### src/rtl/core/srle_pkg.sv
// Shared types and constants of the sprite RLE byte decoder.
package srle_pkg;

    localparam logic [7:0] RUN_FLAG     = 8'h80;
    localparam logic [6:0] COUNT_MASK   = 7'h7F;
    localparam logic [2:0] HEADER_BYTES = 3'd4;
    localparam int         BYTE_BITS    = 8;

    typedef enum logic [1:0] {
        KIND_HEADER = 2'd0,
        KIND_RUN    = 2'd1,
        KIND_FILL   = 2'd2,
        KIND_SHORT  = 2'd3
    } t_kind;

    typedef enum logic [1:0] {
        OP_NONE   = 2'd0,
        OP_HEADER = 2'd1,
        OP_PIXEL  = 2'd2,
        OP_SHORT  = 2'd3
    } t_op;

    // One classified byte, handed from front end to back end.
    typedef struct packed {
        t_op         op;
        logic [7:0]  value;
        logic [6:0]  count;
        logic        record_end;
        logic [15:0] width;
        logic [15:0] height;
    } t_cmd;

endpackage

### src/rtl/core/srle_if.sv
// Valid/ready stream interfaces for the decoder's byte input and result output.
interface srle_in_if;
    logic       valid;
    logic       ready;
    logic [7:0] data_byte;
    logic       record_end;

    modport source (output valid, output data_byte, output record_end, input ready);
    modport sink   (input valid, input data_byte, input record_end, output ready);
endinterface

interface srle_out_if;
    logic        valid;
    logic        ready;
    logic [1:0]  kind;
    logic [7:0]  pixel_value;
    logic [31:0] run_length;
    logic [31:0] start_index;
    logic [15:0] width;
    logic [15:0] height;
    logic        record_last;

    modport source (output valid, output kind, output pixel_value, output run_length,
                    output start_index, output width, output height,
                    output record_last, input ready);
    modport sink   (input valid, input kind, input pixel_value, input run_length,
                    input start_index, input width, input height,
                    input record_last, output ready);
endinterface

### src/rtl/core/srle_fifo.sv
// Small synchronous command queue between front end and back end.
module srle_fifo #(
    parameter int WIDTH = 8,
    parameter int DEPTH = 4
) (
    input  logic             i_clk,
    input  logic             i_rst_n,
    input  logic             i_push,
    input  logic [WIDTH-1:0] i_data,
    output logic             o_full,
    input  logic             i_pop,
    output logic [WIDTH-1:0] o_data,
    output logic             o_empty
);
    localparam int PW = (DEPTH > 1) ? $clog2(DEPTH) : 1;
    localparam int CW = $clog2(DEPTH + 1);
    localparam logic [PW-1:0] LAST_PTR = PW'(DEPTH - 1);
    localparam logic [CW-1:0] FULL_CNT = CW'(DEPTH);

    logic [WIDTH-1:0] r_mem [DEPTH];
    logic [PW-1:0]    r_wr_ptr;
    logic [PW-1:0]    r_rd_ptr;
    logic [CW-1:0]    r_count;
    logic             do_push;
    logic             do_pop;

    assign o_full  = (r_count == FULL_CNT);
    assign o_empty = (r_count == '0);
    assign do_push = i_push && !o_full;
    assign do_pop  = i_pop && !o_empty;
    assign o_data  = r_mem[r_rd_ptr];

    always_ff @(posedge i_clk) begin
        if (do_push) begin
            r_mem[r_wr_ptr] <= i_data;
        end
    end

    always_ff @(posedge i_clk) begin
        if (!i_rst_n) begin
            r_wr_ptr <= '0;
            r_rd_ptr <= '0;
            r_count  <= '0;
        end else begin
            if (do_push) begin
                r_wr_ptr <= (r_wr_ptr == LAST_PTR) ? '0 : r_wr_ptr + 1'b1;
            end
            if (do_pop) begin
                r_rd_ptr <= (r_rd_ptr == LAST_PTR) ? '0 : r_rd_ptr + 1'b1;
            end
            priority if (do_push && !do_pop) begin
                r_count <= r_count + 1'b1;
            end else if (do_pop && !do_push) begin
                r_count <= r_count - 1'b1;
            end else begin
                r_count <= r_count;
            end
        end
    end
endmodule

### src/rtl/core/srle_front.sv
// Front end: accepts bytes, parses the header and classifies literal and run bytes.
module srle_front (
    input  logic            i_clk,
    input  logic            i_rst_n,
    srle_in_if.sink         i_in,
    input  logic            i_full,
    output logic            o_push,
    output srle_pkg::t_cmd  o_cmd
);
    import srle_pkg::*;

    logic [2:0]  r_hpos,  n_hpos;
    logic [15:0] r_width, n_width;
    logic [15:0] r_height, n_height;
    logic        r_pend,  n_pend;
    logic [6:0]  r_cnt,   n_cnt;
    logic        accept;
    logic [7:0]  b;
    logic        rec_end;

    assign i_in.ready = !i_full;
    assign accept     = i_in.valid && !i_full;
    assign b          = i_in.data_byte;
    assign rec_end    = i_in.record_end;

    always_comb begin
        n_hpos   = r_hpos;
        n_width  = r_width;
        n_height = r_height;
        n_pend   = r_pend;
        n_cnt    = r_cnt;
        o_cmd    = '{op: OP_NONE, value: b, count: 7'd1, record_end: rec_end,
                     width: r_width, height: r_height};

        if (r_hpos < HEADER_BYTES) begin
            unique case (r_hpos[1:0])
                2'd0: n_width  = {8'h00, b};
                2'd1: n_width  = {b, r_width[BYTE_BITS-1:0]};
                2'd2: n_height = {8'h00, b};
                2'd3: n_height = {b, r_height[BYTE_BITS-1:0]};
                default: n_width = r_width;
            endcase
            n_hpos       = r_hpos + 3'd1;
            o_cmd.width  = n_width;
            o_cmd.height = n_height;
            if (n_hpos == HEADER_BYTES) begin
                o_cmd.op = OP_HEADER;
            end else if (rec_end) begin
                // short record carries its own last flag, no fill follows
                o_cmd.op         = OP_SHORT;
                o_cmd.record_end = 1'b0;
            end
        end else if (r_pend) begin
            n_pend      = 1'b0;
            o_cmd.op    = OP_PIXEL;
            o_cmd.count = r_cnt;
        end else if ((b & RUN_FLAG) != 8'h00) begin
            n_pend = 1'b1;
            n_cnt  = b[6:0] & COUNT_MASK;
        end else begin
            o_cmd.op = OP_PIXEL;
        end

        if (rec_end) begin
            n_hpos   = '0;
            n_width  = '0;
            n_height = '0;
            n_pend   = 1'b0;
            n_cnt    = '0;
        end
    end

    // skip bytes with no result: run prefixes, header bytes 0-2; not at record end
    assign o_push = accept && ((o_cmd.op != OP_NONE) || rec_end);

    always_ff @(posedge i_clk) begin
        if (!i_rst_n) begin
            r_hpos   <= '0;
            r_width  <= '0;
            r_height <= '0;
            r_pend   <= 1'b0;
            r_cnt    <= '0;
        end else if (accept) begin
            r_hpos   <= n_hpos;
            r_width  <= n_width;
            r_height <= n_height;
            r_pend   <= n_pend;
            r_cnt    <= n_cnt;
        end
    end
endmodule

### src/rtl/core/srle_back.sv
// Back end: clips runs to the pixel total, tracks position and emits result beats.
module srle_back (
    input  logic            i_clk,
    input  logic            i_rst_n,
    input  srle_pkg::t_cmd  i_cmd,
    input  logic            i_empty,
    output logic            o_pop,
    srle_out_if.source      o_out
);
    import srle_pkg::*;

    logic [15:0] r_width,   n_width;
    logic [15:0] r_height,  n_height;
    logic [31:0] r_total,   n_total;
    logic [31:0] r_written, n_written;
    logic        r_phase,   n_phase;
    logic        r_ov,      n_ov;

    t_kind       r_kind,    n_kind;
    logic [7:0]  r_value,   n_value;
    logic [31:0] r_len,     n_len;
    logic [31:0] r_start,   n_start;
    logic [15:0] r_ow,      n_ow;
    logic [15:0] r_oh,      n_oh;
    logic        r_last,    n_last;

    logic        can_load;
    logic        load;
    logic [31:0] remaining;
    logic [31:0] cnt32;
    logic [31:0] clip_len;
    logic        first_valid;

    assign can_load  = !r_ov || o_out.ready;
    assign remaining = r_total - r_written;
    assign cnt32     = {25'd0, i_cmd.count};
    assign clip_len  = (cnt32 < remaining) ? cnt32 : remaining;

    always_comb begin
        unique case (i_cmd.op)
            OP_HEADER: first_valid = 1'b1;
            OP_SHORT:  first_valid = 1'b1;
            OP_PIXEL:  first_valid = (clip_len != 32'd0);
            default:   first_valid = 1'b0;
        endcase
    end

    always_comb begin
        n_width   = r_width;
        n_height  = r_height;
        n_total   = r_total;
        n_written = r_written;
        n_phase   = r_phase;
        n_kind    = r_kind;
        n_value   = r_value;
        n_len     = r_len;
        n_start   = r_start;
        n_ow      = r_ow;
        n_oh      = r_oh;
        n_last    = r_last;
        load      = 1'b0;
        o_pop     = 1'b0;

        if (!i_empty && can_load) begin
            if (!r_phase && first_valid) begin
                load    = 1'b1;
                n_value = 8'h00;
                n_len   = 32'd0;
                n_start = 32'd0;
                n_last  = 1'b0;
                unique case (i_cmd.op)
                    OP_HEADER: begin
                        n_kind    = KIND_HEADER;
                        n_ow      = i_cmd.width;
                        n_oh      = i_cmd.height;
                        n_width   = i_cmd.width;
                        n_height  = i_cmd.height;
                        n_total   = 32'(i_cmd.width) * 32'(i_cmd.height);
                        n_written = 32'd0;
                    end
                    OP_SHORT: begin
                        n_kind    = KIND_SHORT;
                        n_ow      = 16'd0;
                        n_oh      = 16'd0;
                        n_last    = 1'b1;
                        n_width   = '0;
                        n_height  = '0;
                        n_total   = '0;
                        n_written = '0;
                    end
                    default: begin
                        n_kind    = KIND_RUN;
                        n_value   = i_cmd.value;
                        n_len     = clip_len;
                        n_start   = r_written;
                        n_ow      = r_width;
                        n_oh      = r_height;
                        n_written = r_written + clip_len;
                    end
                endcase
                // hold the command for its fill beat
                if (i_cmd.record_end) begin
                    n_phase = 1'b1;
                end else begin
                    o_pop = 1'b1;
                end
            end else begin
                o_pop   = 1'b1;
                n_phase = 1'b0;
                if (i_cmd.record_end) begin
                    load      = 1'b1;
                    n_kind    = KIND_FILL;
                    n_value   = 8'h00;
                    n_len     = remaining;
                    n_start   = r_written;
                    n_ow      = r_width;
                    n_oh      = r_height;
                    n_last    = 1'b1;
                    n_width   = '0;
                    n_height  = '0;
                    n_total   = '0;
                    n_written = '0;
                end
            end
        end

        priority if (load) begin
            n_ov = 1'b1;
        end else if (o_out.ready) begin
            n_ov = 1'b0;
        end else begin
            n_ov = r_ov;
        end
    end

    always_ff @(posedge i_clk) begin
        if (!i_rst_n) begin
            r_width   <= '0;
            r_height  <= '0;
            r_total   <= '0;
            r_written <= '0;
            r_phase   <= 1'b0;
            r_ov      <= 1'b0;
        end else begin
            r_width   <= n_width;
            r_height  <= n_height;
            r_total   <= n_total;
            r_written <= n_written;
            r_phase   <= n_phase;
            r_ov      <= n_ov;
        end
    end

    always_ff @(posedge i_clk) begin
        r_kind  <= n_kind;
        r_value <= n_value;
        r_len   <= n_len;
        r_start <= n_start;
        r_ow    <= n_ow;
        r_oh    <= n_oh;
        r_last  <= n_last;
    end

    assign o_out.valid       = r_ov;
    assign o_out.kind        = r_kind;
    assign o_out.pixel_value = r_value;
    assign o_out.run_length  = r_len;
    assign o_out.start_index = r_start;
    assign o_out.width       = r_ow;
    assign o_out.height      = r_oh;
    assign o_out.record_last = r_last;
endmodule

### src/rtl/core/sprite_rle_byte_decoder_core.sv
// Top level of the sprite RLE byte decoder: front end, command queue, back end.
//
//  channel  | dir | beat                          | accepted when
//  ---------+-----+-------------------------------+--------------------------
//  i_in     | in  | data_byte, record_end         | i_in.valid && i_in.ready
//  o_out    | out | kind, pixel_value, run_length,| o_out.valid && o_out.ready
//           |     | start_index, width, height,   |
//           |     | record_last                   |
//
// The front end takes one byte per cycle while the command queue has room.
// The back end issues one result beat per cycle from its output register while
// o_out is ready; a byte that ends a record after a literal, a run or the header
// gives two beats, its own and a fill, which the QUEUE_DEPTH-entry queue absorbs.
// Synchronous active-low reset clears all record state and the queue.
// A stall on o_out fills the queue and then drops i_in.ready.
module sprite_rle_byte_decoder_core #(
    parameter int QUEUE_DEPTH = 4
) (
    input  logic       i_clk,
    input  logic       i_rst_n,
    srle_in_if.sink    i_in,
    srle_out_if.source o_out
);
    import srle_pkg::*;

    t_cmd front_cmd;
    t_cmd back_cmd;
    logic push;
    logic pop;
    logic full;
    logic empty;

    srle_front u_front (
        .i_clk   (i_clk),
        .i_rst_n (i_rst_n),
        .i_in    (i_in),
        .i_full  (full),
        .o_push  (push),
        .o_cmd   (front_cmd)
    );

    srle_fifo #(
        .WIDTH ($bits(t_cmd)),
        .DEPTH (QUEUE_DEPTH)
    ) u_queue (
        .i_clk   (i_clk),
        .i_rst_n (i_rst_n),
        .i_push  (push),
        .i_data  (front_cmd),
        .o_full  (full),
        .i_pop   (pop),
        .o_data  (back_cmd),
        .o_empty (empty)
    );

    srle_back u_back (
        .i_clk   (i_clk),
        .i_rst_n (i_rst_n),
        .i_cmd   (back_cmd),
        .i_empty (empty),
        .o_pop   (pop),
        .o_out   (o_out)
    );
endmodule
### src/flat_wrapper.sv
// flat-port wrapper written by rule: the top's interface ports become plain ports
module sprite_rle_byte_decoder_core_flat import srle_pkg::*;
#(
    parameter int QUEUE_DEPTH = 4
)
  (i_clk, i_rst_n, i_in_valid, i_in_data_byte, i_in_record_end, i_in_ready, o_out_valid, o_out_kind, o_out_pixel_value, o_out_run_length, o_out_start_index, o_out_width, o_out_height, o_out_record_last, o_out_ready);
  srle_in_if i_in_i ();
  srle_out_if o_out_i ();
  input  logic i_clk;
  input  logic i_rst_n;
  input wire logic [$bits(i_in_i.valid)-1:0] i_in_valid;
  input wire logic [$bits(i_in_i.data_byte)-1:0] i_in_data_byte;
  input wire logic [$bits(i_in_i.record_end)-1:0] i_in_record_end;
  output wire logic [$bits(i_in_i.ready)-1:0] i_in_ready;
  output wire logic [$bits(o_out_i.valid)-1:0] o_out_valid;
  output wire logic [$bits(o_out_i.kind)-1:0] o_out_kind;
  output wire logic [$bits(o_out_i.pixel_value)-1:0] o_out_pixel_value;
  output wire logic [$bits(o_out_i.run_length)-1:0] o_out_run_length;
  output wire logic [$bits(o_out_i.start_index)-1:0] o_out_start_index;
  output wire logic [$bits(o_out_i.width)-1:0] o_out_width;
  output wire logic [$bits(o_out_i.height)-1:0] o_out_height;
  output wire logic [$bits(o_out_i.record_last)-1:0] o_out_record_last;
  input wire logic [$bits(o_out_i.ready)-1:0] o_out_ready;
  assign i_in_i.valid = i_in_valid;
  assign i_in_i.data_byte = i_in_data_byte;
  assign i_in_i.record_end = i_in_record_end;
  assign i_in_ready = i_in_i.ready;
  assign o_out_valid = o_out_i.valid;
  assign o_out_kind = o_out_i.kind;
  assign o_out_pixel_value = o_out_i.pixel_value;
  assign o_out_run_length = o_out_i.run_length;
  assign o_out_start_index = o_out_i.start_index;
  assign o_out_width = o_out_i.width;
  assign o_out_height = o_out_i.height;
  assign o_out_record_last = o_out_i.record_last;
  assign o_out_i.ready = o_out_ready;
  sprite_rle_byte_decoder_core #(.QUEUE_DEPTH(QUEUE_DEPTH)) u_core (.i_clk(i_clk), .i_rst_n(i_rst_n), .i_in(i_in_i), .o_out(o_out_i));
endmodule
### config.mk
export PLATFORM = sky130hd
export DESIGN_NAME = sprite_rle_byte_decoder_core_flat
export DESIGN_NICKNAME = d
export VERILOG_FILES = /design/src/rtl/core/srle_pkg.sv /design/src/rtl/core/srle_if.sv /design/src/rtl/core/srle_fifo.sv /design/src/rtl/core/srle_front.sv /design/src/rtl/core/srle_back.sv /design/src/rtl/core/sprite_rle_byte_decoder_core.sv /design/src/flat_wrapper.sv
export SDC_FILE = /design/constraint.sdc
export NUM_CORES = 1
export LEC_CHECK = 0
export ABC_AREA = 1
export BUFFER_PORTS_ARGS = -buffer_cell sky130_fd_sc_hd__buf_2
export CORE_AREA = 2 2 253 255
export DETAILED_ROUTE_END_ITERATION = 10
export DIE_AREA = 0 0 255 257
export GPL_ROUTABILITY_DRIVEN = 0
export MAX_ROUTING_LAYER = met4
export PLACE_DENSITY = 0.74
export SLEW_MARGIN = 40
export SYNTH_ARGS = -nofsm -noshare
export SYNTH_HDL_FRONTEND = slang
export SYNTH_SLANG_ARGS = --single-unit
### constraint.sdc
create_clock -name i_clk -period 7.25 [get_ports i_clk]
set_input_delay 0.725 -clock i_clk [delete_from_list [all_inputs] [get_ports i_clk]]
set_output_delay 0.725 -clock i_clk [all_outputs]
set_load 0.05 [all_outputs]
==> reports/metrics.yaml, run 1 <==
outcome:
  outcome: "complete, no violations"
sta:
  grt_setup_unrepaired: "no"
  hold_viol: 0
  finalSetupTns_ps: 0
  slew_violations: 0
  period_needed_ps: 6680
  tightest_slew_ps: 874
  slew_headroom_pct: 41.1
  finalClockSkew_ps: 18.9
  fmax_mhz: 150
  fin_crit_sh_pct: 92.1
  setup_viol: 0
floorplanning:
  row_count: 92
  io_pins: 122
  initial_core_util_pct: 49.5
  die_h_um: 257
  core_area_um2: 62700
  dieArea_um2: 65500
  die_w_um: 255
logic_synthesis:
  seq_area_frac_synth_pct: 39.3
  ys_warn_count: 0
  synth_compound_area_share_pct: 10.7
  yosys_register_bits: 456
  synth_edf_count: 306
  synthCells: 3670
  synth_fa_ha_area_share_pct: 20.1
  synthDistinctLibCells: 51
  syn_avg_cell_area_um2: 8.46
  syn_area_um2: 31000
  synthMuxAreaShare_pct: 0
  async_reset_ff_share_pct: 0
  synth_ff_type: "edfxtp_1"
  synthSimpleGateAreaFrac_pct: 19.0
  synth-xor-area-share_pct: 1.58
  synth_top_family_by_area: "adder cells"
critical_path:
  cp.arrival_ps: 7230
  slowest_delay_ps: 480
  cp_max_fo: 24
  crit_type: "reg -> reg"
  cp.buffers_inverters: 7
  critPathMostFrequentCell: "nand2_1"
  start_kind: "flip-flop"
  crit_path_top_delay_cell: "fa_1"
  critPathRequiredTime_ps: 7800
  cp_top_family: "adder cells"
  setup.worst_path.end_class: "flip-flop"
clock_tree:
  hold_buffers: 0
  htreeDepth: 2
  clock-sinks: 456
  clkTransAtPathRegs_ps: 60
  cts_tree: "yes"
  cts_max_path_buffers: 3
  root_buffer: "clkbuf_16"
  clock_latency_ps: 610
  cts_buffers: 49
job:
  max_cap_violations: 0
drt:
  wl_per_cell_um: 17.1
  vias_per_cell: 5.36
  ant_nets: 0
  drt_iter0_drc: 2449
  vias: 25123
  drcViolationCount: 0
  drt_pass1_iterations: 7
  routed_wl_um: 80100
grt:
  track_usage_pct: 25.5
  grt_max_degree: 89
  grt_pass1_vias: 24380
  grt_overflow_total: 0
  grt_first_pass_wirelength_um: 129000
  antenna_found_initial: 0
hold_path:
  min_path_type: "in -> reg"
final_layout:
  antenna_cells: 0
  drive_above_1_share_pct: 9.21
  nets: 4197
  syn2layout_area_growth_pct: 11.0
  nFillCells: 5561
  final_util_pct: 54.9
placement:
  port-buffer-count: 121
  place_hpwl_um: 57800
[cell usage after synthesis (18+ instances only)]
library cell / number / area share (%)
fa_1: 197 / 13
a21oi_1: 287 / 4.6
a21o_1: 38 / 0.92
xnor2_1: 28 / 0.79
nand4_1: 19 / 0.38
edfxtp_1: 306 / 30
nand2_1: 975 / 12
a32oi_1: 37 / 1.0
o22ai_1: 43 / 0.87
inv_1: 586 / 7.1
o21ai_0: 95 / 1.5
nor2_1: 287 / 3.5
ha_1: 184 / 7.4
xor2_1: 28 / 0.79
buf_2: 18 / 0.29
a21oi_2: 20 / 0.56
clkbuf_1: 87 / 1.1
dfxtp_1: 150 / 9.7
nand3_1: 111 / 1.8
[routing by layer]
layer	up-vias	share of wire [%]	routed length [um]	global-route usage [%]
met5	-	0	0	-
met4	0	3.1	2460	7.24
met3	166	8.1	6510	3.56
met2	1035	46	37200	40.6
met1	11888	42	34000	34.0
li1	12034	-	-	-
[cell type report]
| type | count | area [um2] | share of cell area (%) |
|---|---|---|---|
| Clock buffer | 59 | 1270 | 3.70 |
| Clock inverter | 33 | 239 | 0.694 |
| Sequential cell | 456 | 12200 | 35.4 |
| Timing Repair Buffer | 188 | 1220 | 3.55 |
| Inverter | 617 | 2330 | 6.76 |
| Multi-Input combinational cell | 2491 | 16100 | 46.8 |
| Tap cell | 846 | 1060 | 3.07 |
[worst paths after layout]
check / endpoint / cells after the start / slack [ps] / from
worst max-delay path: u_core.u_back.r_total[23]$_SDFFE_PN0P_ / 37 / 570 / flip-flop
worst min-delay path: u_core.u_queue.r_mem[2][47]$_DFFE_PP_ / 1 / 370 / i_in_data_byte[7]
worst max register to register: u_core.u_back.r_total[23]$_SDFFE_PN0P_ / 37 / 570 / flip-flop
worst min register to register: u_core.u_back.r_total[30]$_SDFFE_PN0P_ / 2 / 450 / u_core.u_back.r_total[30]$_SDFFE_PN0P_
[logic make-up after synthesis]
logic type | Yosys count
AO/OA/AOI/OAI | 572
other | 1
XOR/XNOR | 56
flip-flops | 456
AND/OR/NAND/NOR | 1458
buffers and inverters | 746
adder cells (fa/ha/maj) | 381
[placed cells by master, fill, tap and decap left out, types with 5 or more instances in the layout]
master	instances
nand2_1	975
inv_1	584
edfxtp_1	306
a21oi_1	286
nor2_1	283
fa_1	197
ha_1	184
dfxtp_1	149
buf_2	121
nand3_1	110
o21ai_0	95
buf_4	56
clkbuf_16	49
o22ai_1	43
a21o_1	38
a32oi_1	36
xor2_1	28
xnor2_1	28
clkinv_1	26
conb_1	24
a21oi_2	21
nand4_1	19
inv_2	15
o21ai_1	15
clkinv_2	14
or2_2	12
nor2_2	10
clkbuf_1	9
nand2_2	8
nor3_1	8
a221oi_1	8
buf_12	8
o211ai_1	7
nand3_2	6
nor2_4	6
nor4_1	6
a31oi_1	6
o21bai_1	5
[sequential cells by signal (all words and copies together), names as in the netlist, 7 cells and up, named ones only]
name and cells:
u_core.u_back.o_out.run_length 32, u_core.u_back.r_height 16, u_core.u_front.r_cnt 7, u_core.u_back.o_out.width 16, u_core.u_back.o_out.pixel_value 8, u_core.u_back.r_written 32
u_core.u_back.o_out.height 16, u_core.u_back.r_width 16, u_core.u_back.o_out.start_index 32, u_core.u_back.r_total 32, u_core.u_front.r_width 16, u_core.u_front.r_height 16
u_core.u_queue.r_mem 200
[per-stage QoR]
stage	cells	instance area [um2]	hold slack [ps]	setup slack (ps)
after floorplan	3693	31100	425	45.6
after global placement	4597	32900	446	475
after detailed placement	4598	32900	449	303
after CTS	4690	34400	330	296
after global routing	4690	34400	355	89.9
final	4690	34400	365	572
[repair_timing]
action	CTS	global route
resized for setup	0	4
setup endpoints to repair	0	5
endpoints found under the hold margin	0	0
buffers inserted	0	0
Power of run 1 is left out: the tool's default activity adds up to more than one toggle a clock period on the data nets, which glitch-free logic cannot reach.
==> inputs of run 2 (changes only) <==
- ABC_AREA: 1 -> default
- CAP_MARGIN: default -> 20
- CORE_AREA: 2 2 253 255 -> 2 2 246 248
- CTS_CLUSTER_DIAMETER: default -> 60
- DIE_AREA: 0 0 255 257 -> 0 0 248 250
==> run 2 against run 1 <==
  * Design area is 2.2% lower
  * Clock-buffer cell count is 6 higher
  * Clock skew is 19 ps higher
  * Critical path depth is 10 lower
  * Die area is 5.4% lower
  * Setup slack worse by 440 ps
  * Area after synthesis is 5.2% lower
  * Synthesized cell count is 25% lower
  * Routed wire length is 4.1% lower
==> reports/metrics.yaml, run 2 <==
floorplanning:
  die_w_um: 248
  core_area_um2: 59600
  dieArea_um2: 62000
  die_h_um: 250
  row_count: 90
  initial_core_util_pct: 49.4
  io_pins: 122
drt:
  drt_pass1_iterations: 6
  wl_per_cell_um: 20.4
  drcViolationCount: 0
  ant_nets: 0
  vias: 21829
  drt_iter0_drc: 2010
  routed_wl_um: 76800
  vias_per_cell: 5.80
placement:
  port-buffer-count: 121
  place_ws_ps: -399
  place_hpwl_um: 56300
critical_path:
  slowest_delay_ps: 560
  critPathRequiredTime_ps: 7740
  cp.arrival_ps: 7600
  start_kind: "flip-flop"
  setup.worst_path.end_class: "flip-flop"
  cp_max_fo: 8
  crit_path_top_delay_cell: "or4b_4"
  critPathMostFrequentCell: "fa_1"
  crit_type: "reg -> reg"
final_layout:
  multi_input_area_um2: 15800
  drive_above_1_share_pct: 15.6
  most-common-layout-cells: "inv_1 (327), edfxtp_1 (306), nand2_1 (297)"
  regMostFlops: "u_core.u_queue.r_mem"
  nFillCells: 4842
  syn2layout_area_growth_pct: 14.6
  nets: 3331
  antenna_cells: 0
  largest_register_ffs: 200
  layout_commonest_cell: "inv_1"
  seqCellArea_um2: 12200
logic_synthesis:
  synthDistinctLibCells: 81
  yosys_register_bits: 456
  syn_area_um2: 29400
  synth_ff_type: "edfxtp_1"
  synth_common_cells: "inv_1 (328), edfxtp_1 (306), nand2_1 (299)"
  synth_top_area_cell: "edfxtp_1"
  yosys.cell_count.top_type: "inv_1"
  ys_warn_count: 0
  synth_edf_count: 306
  syn_avg_cell_area_um2: 10.7
  yosys-top-cells-area: "edfxtp_1 (31%), fa_1 (13%), dfxtp_1 (10%), ha_1 (7.8%), inv_1 (4.2%)"
  async_reset_ff_share_pct: 0
  synthCells: 2755
  netlist.area_leader.share_pct: 31.2
  seq_area_frac_synth_pct: 41.4
clock_tree:
  clock_latency_ps: 620
  cts_buffers: 50
  clock-sinks: 456
  htreeDepth: 2
  clkTransAtPathRegs_ps: 60
  root_buffer: "clkbuf_16"
  cts_tree: "yes"
  cts_max_path_buffers: 3
sta:
  slew_violations: 0
  fmax_mhz: 141
  finalClockSkew_ps: 38.2
  period_needed_ps: 7110
  setup_viol: 0
  fin_crit_sh_pct: 98.1
  hold_viol: 0
  slew_headroom_pct: 46.2
  tightest_slew_ps: 807
  finalSetupTns_ps: 0
  fin_ws_ps: 136
outcome:
  outcome: "complete, no violations"
job:
  max_cap_violations: 0
grt:
  grt_pass1_vias: 21904
  grt_overflow_total: 0
  track_usage_pct: 25.1
  grt_first_pass_wirelength_um: 118000
  grt_max_degree: 73
  antenna_found_initial: 0
hold_path:
  hold_start: "o_out_ready"
  min_path_type: "in -> reg"
## run 2: metrics by stage
step | instance area, um2 | hold slack, ps | util (%) | cells
floorplan | 29600 | 432 | - | 2778
global placement | 31400 | 460 | 52.7 | 3634
detailed placement | 31400 | 464 | 52.7 | 3634
CTS | 33200 | 449 | 55.7 | 3730
global route | 33700 | 473 | 56.6 | 3761
finish | 33700 | 467 | 56.6 | 3761
## run 2: logic make-up after synthesis
| kind of cell | count (synthesis) | share of synthesized area (%) |
|---|---|---|
| AND/OR/NAND/NOR | 725 | 11.3 |
| AO/OA/AOI/OAI | 557 | 13.2 |
| buffers and inverters | 470 | 6.20 |
| flip-flops | 456 | 41.4 |
| adder cells (fa/ha/maj) | 381 | 21.2 |
| multiplexers | 92 | 4.37 |
| XOR/XNOR | 73 | 2.17 |
| other | 1 | 0.0127 |
## run 2: final cells by class
type	count	area share [%]
flip-flops and latches	456	36.2
multi-input cells	1852	46.7
repair buffers	249	5.24
inverters	328	3.65
well taps	782	2.90
clock inverters	29	1.17
clock buffers	65	4.09
## run 2: per-layer routing
metal	share of wire, %	track usage, %	routed length, um	vias to the layer above
li1	-	-	-	9902
met1	39	30.5	30300	10781
met2	48	40.4	37000	911
met3	7.7	5.26	5920	235
met4	4.6	10.7	3510	0
met5	0	-	0	-
## run 2: path summary, 6_finish.rpt
| path | cells after the start | slack, ps | endpoint |
|---|---|---|---|
| max | 27 | 140 | u_core.u_back.r_total[31]$_SDFFE_PN0P_ |
| min | 3 | 470 | u_core.u_back.o_out.valid$_SDFFE_PN0P_ |
| max reg2reg | 27 | 140 | u_core.u_back.r_total[31]$_SDFFE_PN0P_ |
| min reg2reg | 1 | 480 | u_core.u_back.r_height[15]$_SDFFE_PN0P_ |
## run 2: what timing repair did
item	CTS	global route
resized for setup	3	60
setup buffers	2	29
gates cloned	0	2
hold buffers	0	0
pin swaps	1	9
endpoints found under the setup margin	7	16
## run 2: critical path, delay by kind of cell, from the launching register on
kind / cells / cell delay [ps]
flip-flops: 1 / 410
adder cells (fa/ha/maj): 7 / 2920
buffers and inverters: 6 / 580
AND/OR/NAND/NOR: 3 / 1050
AO/OA/AOI/OAI: 9 / 1610
XOR/XNOR: 1 / 80
multiplexers: 1 / 340
Power of run 2 is left out for the same reason.
